`src/rtl/assert_macros.svh`:
```
// assertion macros used by the top-level rtl file
`ifndef ASSERT_MACROS_SVH
`define ASSERT_MACROS_SVH

// same-cycle implication, disabled while in reset
`define CBC_ASSERT_IMP(label, clk, rst_n, ante, cons, msg) \
    label: assert property (@(posedge clk) disable iff (!rst_n) (ante) |-> (cons)) \
        else $error(msg);

// next-cycle implication, disabled while in reset
`define CBC_ASSERT_NXT(label, clk, rst_n, ante, cons, msg) \
    label: assert property (@(posedge clk) disable iff (!rst_n) (ante) |=> (cons)) \
        else $error(msg);

`endif

```
`src/rtl/cbc_pkg.sv`:
```
// types, constants and helpers of the cartridge bank controller
package cbc_pkg;

    typedef enum logic [2:0] {
        TGT_NONE      = 3'd0,
        TGT_ROM_READ  = 3'd1,
        TGT_RAM_READ  = 3'd2,
        TGT_RAM_WRITE = 3'd3,
        TGT_CONTROL   = 3'd4
    } target_t;

    localparam logic [15:0] ROM_WIN_LO  = 16'h4000;
    localparam logic [15:0] ROM_WIN_HI  = 16'h7FFF;
    localparam logic [15:0] RAM_WIN_LO  = 16'hA000;
    localparam logic [15:0] RAM_WIN_HI  = 16'hBFFF;
    localparam logic [15:0] CTRL_STRIDE = 16'h2000;
    localparam logic [3:0]  RAM_EN_KEY  = 4'hA;

    typedef struct packed {
        logic [6:0] rom_bank;
        logic [1:0] ram_bank;
        logic       ram_mode;
        logic       ram_enable;
    } cbc_state_t;

    typedef struct packed {
        logic        handled;
        target_t     target;
        logic [20:0] mapped_address;
        logic [7:0]  ram_data_out;
        logic        ram_enable_flag;
    } cbc_result_t;

    // banks 0x00, 0x20, 0x40, 0x60 step to the next bank
    function automatic logic [6:0] adjust_bank(input logic [6:0] b);
        logic [6:0] r;
        r = b;
        if (b[4:0] == 5'd0)
        begin
            r[0] = 1'b1;
        end
        return r;
    endfunction

endpackage

```
`src/rtl/cbc_channels.sv`:
```
// valid/ready channel interfaces for bus accesses and translated results
interface cbc_access_if;
    logic        valid;
    logic        ready;
    logic        command;
    logic [15:0] address;
    logic [7:0]  write_data;

    modport source (output valid, command, address, write_data, input ready);
    modport sink   (input valid, command, address, write_data, output ready);
endinterface

interface cbc_result_if;
    logic        valid;
    logic        ready;
    logic        handled;
    logic [2:0]  target;
    logic [20:0] mapped_address;
    logic [7:0]  ram_data_out;
    logic        ram_enable_flag;

    modport source (output valid, handled, target, mapped_address, ram_data_out,
                    ram_enable_flag, input ready);
    modport sink   (input valid, handled, target, mapped_address, ram_data_out,
                    ram_enable_flag, output ready);
endinterface

```
`src/rtl/cartridge_bank_controller.sv`:
```
// top level: bus access in, translated cartridge access out
// an accepted access passes through the input register and then the result register to the output
// throughput: one access per cycle when not stalled; set by the input to result register pass
// a stalled result holds in the result register; an empty input register takes one more transfer
// reset clears both valid flags; rom bank resets to 1, ram bank, mode and enable latch to 0
`include "assert_macros.svh"

module cartridge_bank_controller
    import cbc_pkg::*;
(
    input  logic                clk,
    input  logic                rst_n,
    cbc_access_if.sink          access,
    cbc_result_if.source        result
);

    // input register stage
    logic        s1_valid_reg;
    logic        s1_command_reg;
    logic [15:0] s1_address_reg;
    logic [7:0]  s1_write_data_reg;

    // result register stage
    logic        out_valid_reg;
    cbc_result_t out_result_reg;

    cbc_state_t  state;
    cbc_state_t  state_next;
    cbc_result_t result_next;

    logic advance;
    logic s1_fire;
    logic in_fire;

    // result stage can take a new value when empty or when its transfer completes
    assign advance = !out_valid_reg || result.ready;
    assign s1_fire = s1_valid_reg && advance;
    assign access.ready = !s1_valid_reg || advance;
    assign in_fire = access.valid && access.ready;

    always_ff @(posedge clk or negedge rst_n)
    begin
        if (!rst_n)
        begin
            s1_valid_reg <= 1'b0;
        end
        else if (access.ready)
        begin
            s1_valid_reg <= access.valid;
        end
    end

    // payload registers, no reset
    always_ff @(posedge clk)
    begin
        if (in_fire)
        begin
            s1_command_reg    <= access.command;
            s1_address_reg    <= access.address;
            s1_write_data_reg <= access.write_data;
        end
    end

    // decode and translate against the current banking state
    cbc_translate u_translate (
        .command    (s1_command_reg),
        .address    (s1_address_reg),
        .write_data (s1_write_data_reg),
        .state      (state),
        .state_next (state_next),
        .result     (result_next)
    );

    // bank state commits when the access moves into the result register
    cbc_bank_regs u_bank_regs (
        .clk        (clk),
        .rst_n      (rst_n),
        .load       (s1_fire),
        .state_next (state_next),
        .state      (state)
    );

    always_ff @(posedge clk or negedge rst_n)
    begin
        if (!rst_n)
        begin
            out_valid_reg <= 1'b0;
        end
        else if (advance)
        begin
            out_valid_reg <= s1_valid_reg;
        end
    end

    always_ff @(posedge clk)
    begin
        if (s1_fire)
        begin
            out_result_reg <= result_next;
        end
    end

    assign result.valid           = out_valid_reg;
    assign result.handled         = out_result_reg.handled;
    assign result.target          = out_result_reg.target;
    assign result.mapped_address  = out_result_reg.mapped_address;
    assign result.ram_data_out    = out_result_reg.ram_data_out;
    assign result.ram_enable_flag = out_result_reg.ram_enable_flag;

    // rom bank never lands on a bank whose low five bits are zero
    `CBC_ASSERT_IMP(a_rom_bank_adjusted, clk, rst_n, 1'b1, state.rom_bank[4:0] != 5'd0,
        "rom bank low bits are zero")

    // handled flag agrees with the target code
    `CBC_ASSERT_IMP(a_handled_target, clk, rst_n, out_valid_reg,
        out_result_reg.handled == (out_result_reg.target != TGT_NONE),
        "handled flag disagrees with target")

    // ram translations stay inside the four ram banks
    `CBC_ASSERT_IMP(a_ram_range, clk, rst_n,
        out_valid_reg && (out_result_reg.target == TGT_RAM_READ ||
                          out_result_reg.target == TGT_RAM_WRITE),
        out_result_reg.mapped_address[20:15] == 6'd0,
        "ram address outside ram banks")

    // banking state only changes when an access leaves the input register
    `CBC_ASSERT_NXT(a_state_hold, clk, rst_n, !s1_fire, $stable(state),
        "bank state changed without an access")

endmodule

```
`src/rtl/cbc_translate.sv`:
```
// address decode, bank register update and physical address translation
module cbc_translate
    import cbc_pkg::*;
(
    input  logic        command,
    input  logic [15:0] address,
    input  logic [7:0]  write_data,
    input  cbc_state_t  state,
    output cbc_state_t  state_next,
    output cbc_result_t result
);

    logic in_rom;
    logic in_ram;

    always_comb
    begin
        in_rom = (address >= ROM_WIN_LO) && (address <= ROM_WIN_HI);
        in_ram = (address >= RAM_WIN_LO) && (address <= RAM_WIN_HI);
        state_next = state;
        result = '0;
        result.target = TGT_NONE;
        if (!command)
        begin
            if (in_rom)
            begin
                result.handled = 1'b1;
                result.target = TGT_ROM_READ;
                result.mapped_address = {state.rom_bank, address[13:0]};
            end
            else if (in_ram)
            begin
                result.handled = 1'b1;
                result.target = TGT_RAM_READ;
                result.mapped_address = {6'd0, state.ram_bank, address[12:0]};
            end
        end
        else
        begin
            if (address <= ROM_WIN_HI)
            begin
                result.handled = 1'b1;
                result.target = TGT_CONTROL;
                if (address < CTRL_STRIDE)
                begin
                    state_next.ram_enable = (write_data[3:0] == RAM_EN_KEY);
                end
                else if (address < ROM_WIN_LO)
                begin
                    state_next.rom_bank = adjust_bank({state.rom_bank[6:5], write_data[4:0]});
                end
                else if (address < (ROM_WIN_LO + CTRL_STRIDE))
                begin
                    if (state.ram_mode)
                    begin
                        state_next.ram_bank = write_data[1:0];
                    end
                    else
                    begin
                        state_next.rom_bank =
                            adjust_bank({write_data[1:0], state.rom_bank[4:0]});
                    end
                end
                else
                begin
                    state_next.ram_mode = write_data[0];
                end
            end
            else if (in_ram)
            begin
                result.handled = 1'b1;
                result.target = TGT_RAM_WRITE;
                result.mapped_address = {6'd0, state.ram_bank, address[12:0]};
                result.ram_data_out = write_data;
            end
        end
        result.ram_enable_flag = state_next.ram_enable;
    end

endmodule

```
`src/rtl/cbc_bank_regs.sv`:
```
// banking state registers with reset values
module cbc_bank_regs
    import cbc_pkg::*;
(
    input  logic       clk,
    input  logic       rst_n,
    input  logic       load,
    input  cbc_state_t state_next,
    output cbc_state_t state
);

    cbc_state_t state_reg;

    always_ff @(posedge clk or negedge rst_n)
    begin
        if (!rst_n)
        begin
            state_reg.rom_bank   <= 7'd1;
            state_reg.ram_bank   <= 2'd0;
            state_reg.ram_mode   <= 1'b0;
            state_reg.ram_enable <= 1'b0;
        end
        else if (load)
        begin
            state_reg <= state_next;
        end
    end

    assign state = state_reg;

endmodule

```
`src/flat_wrapper.sv`:
```
// flat-port wrapper written by rule: the top's interface ports become plain ports
module cartridge_bank_controller_flat import cbc_pkg::*;
  (clk, rst_n, access_valid, access_command, access_address, access_write_data, access_ready, result_valid, result_handled, result_target, result_mapped_address, result_ram_data_out, result_ram_enable_flag, result_ready);
  cbc_access_if access_i ();
  cbc_result_if result_i ();
  input  logic clk;
  input  logic rst_n;
  input wire logic [$bits(access_i.valid)-1:0] access_valid;
  input wire logic [$bits(access_i.command)-1:0] access_command;
  input wire logic [$bits(access_i.address)-1:0] access_address;
  input wire logic [$bits(access_i.write_data)-1:0] access_write_data;
  output wire logic [$bits(access_i.ready)-1:0] access_ready;
  output wire logic [$bits(result_i.valid)-1:0] result_valid;
  output wire logic [$bits(result_i.handled)-1:0] result_handled;
  output wire logic [$bits(result_i.target)-1:0] result_target;
  output wire logic [$bits(result_i.mapped_address)-1:0] result_mapped_address;
  output wire logic [$bits(result_i.ram_data_out)-1:0] result_ram_data_out;
  output wire logic [$bits(result_i.ram_enable_flag)-1:0] result_ram_enable_flag;
  input wire logic [$bits(result_i.ready)-1:0] result_ready;
  assign access_i.valid = access_valid;
  assign access_i.command = access_command;
  assign access_i.address = access_address;
  assign access_i.write_data = access_write_data;
  assign access_ready = access_i.ready;
  assign result_valid = result_i.valid;
  assign result_handled = result_i.handled;
  assign result_target = result_i.target;
  assign result_mapped_address = result_i.mapped_address;
  assign result_ram_data_out = result_i.ram_data_out;
  assign result_ram_enable_flag = result_i.ram_enable_flag;
  assign result_i.ready = result_ready;
  cartridge_bank_controller u_core (.clk(clk), .rst_n(rst_n), .access(access_i), .result(result_i));
endmodule
```
`config.mk`:
```
export PLATFORM = sky130hd
export DESIGN_NAME = cartridge_bank_controller_flat
export DESIGN_NICKNAME = d
export VERILOG_FILES = /design/src/rtl/cbc_pkg.sv /design/src/rtl/cbc_channels.sv /design/src/rtl/cartridge_bank_controller.sv /design/src/rtl/cbc_translate.sv /design/src/rtl/cbc_bank_regs.sv /design/src/flat_wrapper.sv
export VERILOG_INCLUDE_DIRS = /design/src /design/src/rtl
export SDC_FILE = /design/constraint.sdc
export NUM_CORES = 1
export LEC_CHECK = 0
export BUFFER_PORTS_ARGS = -buffer_cell sky130_fd_sc_hd__buf_4
export CORE_ASPECT_RATIO = 1.2
export CORE_MARGIN = 3
export CORE_UTILIZATION = 53
export CTS_CLUSTER_DIAMETER = 60
export DETAILED_ROUTE_END_ITERATION = 10
export PLACE_DENSITY = 0.78
export RECOVER_POWER = 25
export SLEW_MARGIN = 20
export SYNTH_ARGS = -nofsm -noshare
export SYNTH_HDL_FRONTEND = slang
export SYNTH_HIERARCHICAL = 1
export SYNTH_SLANG_ARGS = --single-unit
```
`constraint.sdc`:
```
create_clock -name clk -period 2.6 [get_ports clk]
set_input_delay 0.26 -clock clk [delete_from_list [all_inputs] [get_ports clk]]
set_output_delay 0.26 -clock clk [all_outputs]
set_load 0.05 [all_outputs]
```
==> results.toml <==
[pwr]
power.density_mw_per_mm2 = 825
pwr-share-seq_pct = 51.8
p_switching_mw = 0.777
internal-power_mw = 2.16
p_sw_share_pct = 26.4
leakage_nw = 1.48
irDropWorstVdd_mv = 0.582
p_clk_share_pct = 28.7
pwr-share-comb_pct = 19.5

[route]
ant_nets = 0
via_per_inst = 5.15
drc = 0
first_pass_iters = 4
num_vias = 1523
routed_wl_um = 4790
wire_per_inst_um = 16.2
drtIter0Drc = 104

[timing]
period_needed_ps = 1910
slew_viol_final = 0
skew_ps = 11.4
finalHoldViolCount = 0
fin_setup_tns_ps = 0
worst_pin_slew_ps = 712
final-setup-viol-count = 0
relSlewSlack_pct = 52.5
rsz0062_at_grt = "false"
fin_crit_sh_pct = 73.6
fmax_mhz = 523

[cells_and_area]
fillCellCount = 337
ff_latch_area_mm2 = 0.00210
fin_util_pct = 70.2
antenna_cells = 0
synthToLayoutAreaGrowth_pct = 23.8
drive_gt1_share_pct = 47.5
largest_reg_flops = 21
stdcell_count = 296
fin_area_mm2 = 0.00356
multi_input_area_um2 = 697
final_nets = 260

[logic_synthesis]
yosysSeqAreaShare_pct = 72.9
ys_warn_count = 6
synth_top_area_share_pct = 61.5
syn_avg_cell_area_um2 = 17.8
synth.area.top_cells = "edfxtp_1 (62%), dfrtp_1 (10%), mux2_4 (5.2%)"
yosys.area.top_type = "edfxtp_1"
syn_inst = 162
ys_ff_latch = 72
synth.distinct_cells = 38
synth_area_mm2 = 0.00288
synth_nets = 191

[floorplanning]
dieHeight_um = 86.7
start_util_pct = 56.7
pin_count = 65
die-area_mm2 = 0.00636
fp-row-count = 28
core_mm2 = 0.00508
die_w_um = 73.3

[global_routing]
grt_pass1_vias = 1552
grt_pass1_wl_um = 7730
antenna_found_initial = 0
grt_max_degree = 26
grt_use_total_pct = 16.7
grt_overflow = 0

[run_status]
status = "complete, no violations"

[worst_setup_path]
cp_slowest_cell = "edfxtp_1"
start_kind = "register"
path_class = "register to register"
arrival_ps = 2130
required_ps = 2820
max_stage_delay_ps = 530
crit_family = "multiplexers"
timing.critical_path.buf_inv = 0
critical_path.max_fanout = 11
end_kind = "register"
crit_chain = "nand2b_1 -> nor3b_2 -> mux2_2 -> mux2_4"

[cts]
cts_hold_buf = 1
cts_max_path_buffers = 2
cts_tree = "built"
root_buffer = "clkbuf_8"
clk_pin_slew_worst_paths_ps = 80
cts_setup_buffers = 0
cts_resized = 0
cts.htree.levels = 3
clkSinkCount = 72
clock_latency_ps = 340
numCtsBuffers = 9

[min_path]
hold_path.class = "input pin to register"

[placed_design]
portBuffers = 64
gp_congestion = 0.759
dpl.hpwl_um = 3330
dp.cells = 279
placed_area_mm2 = 0.00340

[flow_run]
cap_viol_max_count = 0
==> cells by family (layout without fill, tap and decap cells) <==
kind of cell	after synthesis	in the layout	share of synthesized area [%]
AND/OR/NAND/NOR	52	52	13.5
flip-flops	72	72	72.9
buffers and inverters	11	85	2.43
multiplexers	21	21	9.47
AO/OA/AOI/OAI	6	6	1.70
==> power by group through the flow <==
stage / Sequential [mW] / Clock [mW] / Combinational (mW)
after global placement: 1.55 / 0 / 0.577
after detailed placement: 1.55 / 0 / 0.586
after global routing: 1.54 / 0.918 / 0.611
final: 1.52 / 0.844 / 0.574
after CTS: 1.53 / 0.864 / 0.589
after floorplan: 1.67 / 0 / 0.299
==> through the flow <==
stage	hold WS [ps]	power, mW	setup WS [ps]
final	115	2.94	686
after global routing	92.4	3.07	549
after CTS	77.8	2.98	399
after detailed placement	117	2.13	422
after global placement	118	2.12	518
after floorplan	-35.6	1.97	235
==> metal layers <==
metal  track usage, %  share of wire [%]  up-vias  wire length, µm
li1                 -                  -      736                -
met1             20.8                 43      730             2060
met2             26.5                 49       50             2360
met3             6.61                6.3        7              304
met4             5.54                1.5        0               74
met5                0                  0        -                0
==> layout by cell type (no fill, tap or decap), drive strengths merged, types with 2 or more instances in the layout <==
cell type and instances:
and2 21, and3 8, buf 35, clkbuf 42
clkinv 2, dfrtp 12, edfxtp 59, inv 3
mux2 20, nand2b 5, nor2 3, nor3b 2
nor4 2, or2 2
==> synthesized netlist by cell type (all sizes together) <==
cell type	number
nor3	1
a21o	1
nor4b	1
o21a	1
buf	7
nor3b	2
and3	8
clkbuf	1
or3	1
nor4bb	1
and2	21
a311oi	1
inv	3
nand2	1
edfxtp	59
nand2b	5
mux2	20
dfstp	1
dfrtp	12
nor2	3
o41ai	1
a22o	1
or2	2
mux2i	1
nand3	1
a211oi	1
nand4b	1
nand3b	1
nor4	2
and3b	1
==> cell type report <==
cell class	instances	share of cell area, %
inverters	3	0.316
clock buffers	12	4.07
well taps	60	2.11
multi-input cells	79	19.6
clock inverters	4	1.30
flip-flops and latches	72	58.9
repair buffers	66	13.8
==> final timing paths <==
| path | from | end | slack, ps | depth (start not counted) |
|---|---|---|---|---|
| max | u_core/s1_command_reg$_DFFE_PP_ | u_core/u_bank_regs/state[6]$_DFFE_PN0P_ | 690 | 4 |
| min | access_address[12] | u_core/s1_address_reg[12]$_DFFE_PP_ | 120 | 1 |
| max reg2reg | u_core/s1_command_reg$_DFFE_PP_ | u_core/u_bank_regs/state[6]$_DFFE_PN0P_ | 690 | 4 |
| min reg2reg | u_core/s1_valid_reg$_DFFE_PN0P_ | u_core/result.valid$_DFFE_PN0P_ | 500 | 1 |
| max in group asynchronous | rst_n | u_core/s1_valid_reg$_DFFE_PN0P_ | 1650 | 2 |
| min in group asynchronous | rst_n | u_core/u_bank_regs/state[3]$_DFFE_PN0P_ | 490 | 2 |
Power figures use the tool's default switching activity.
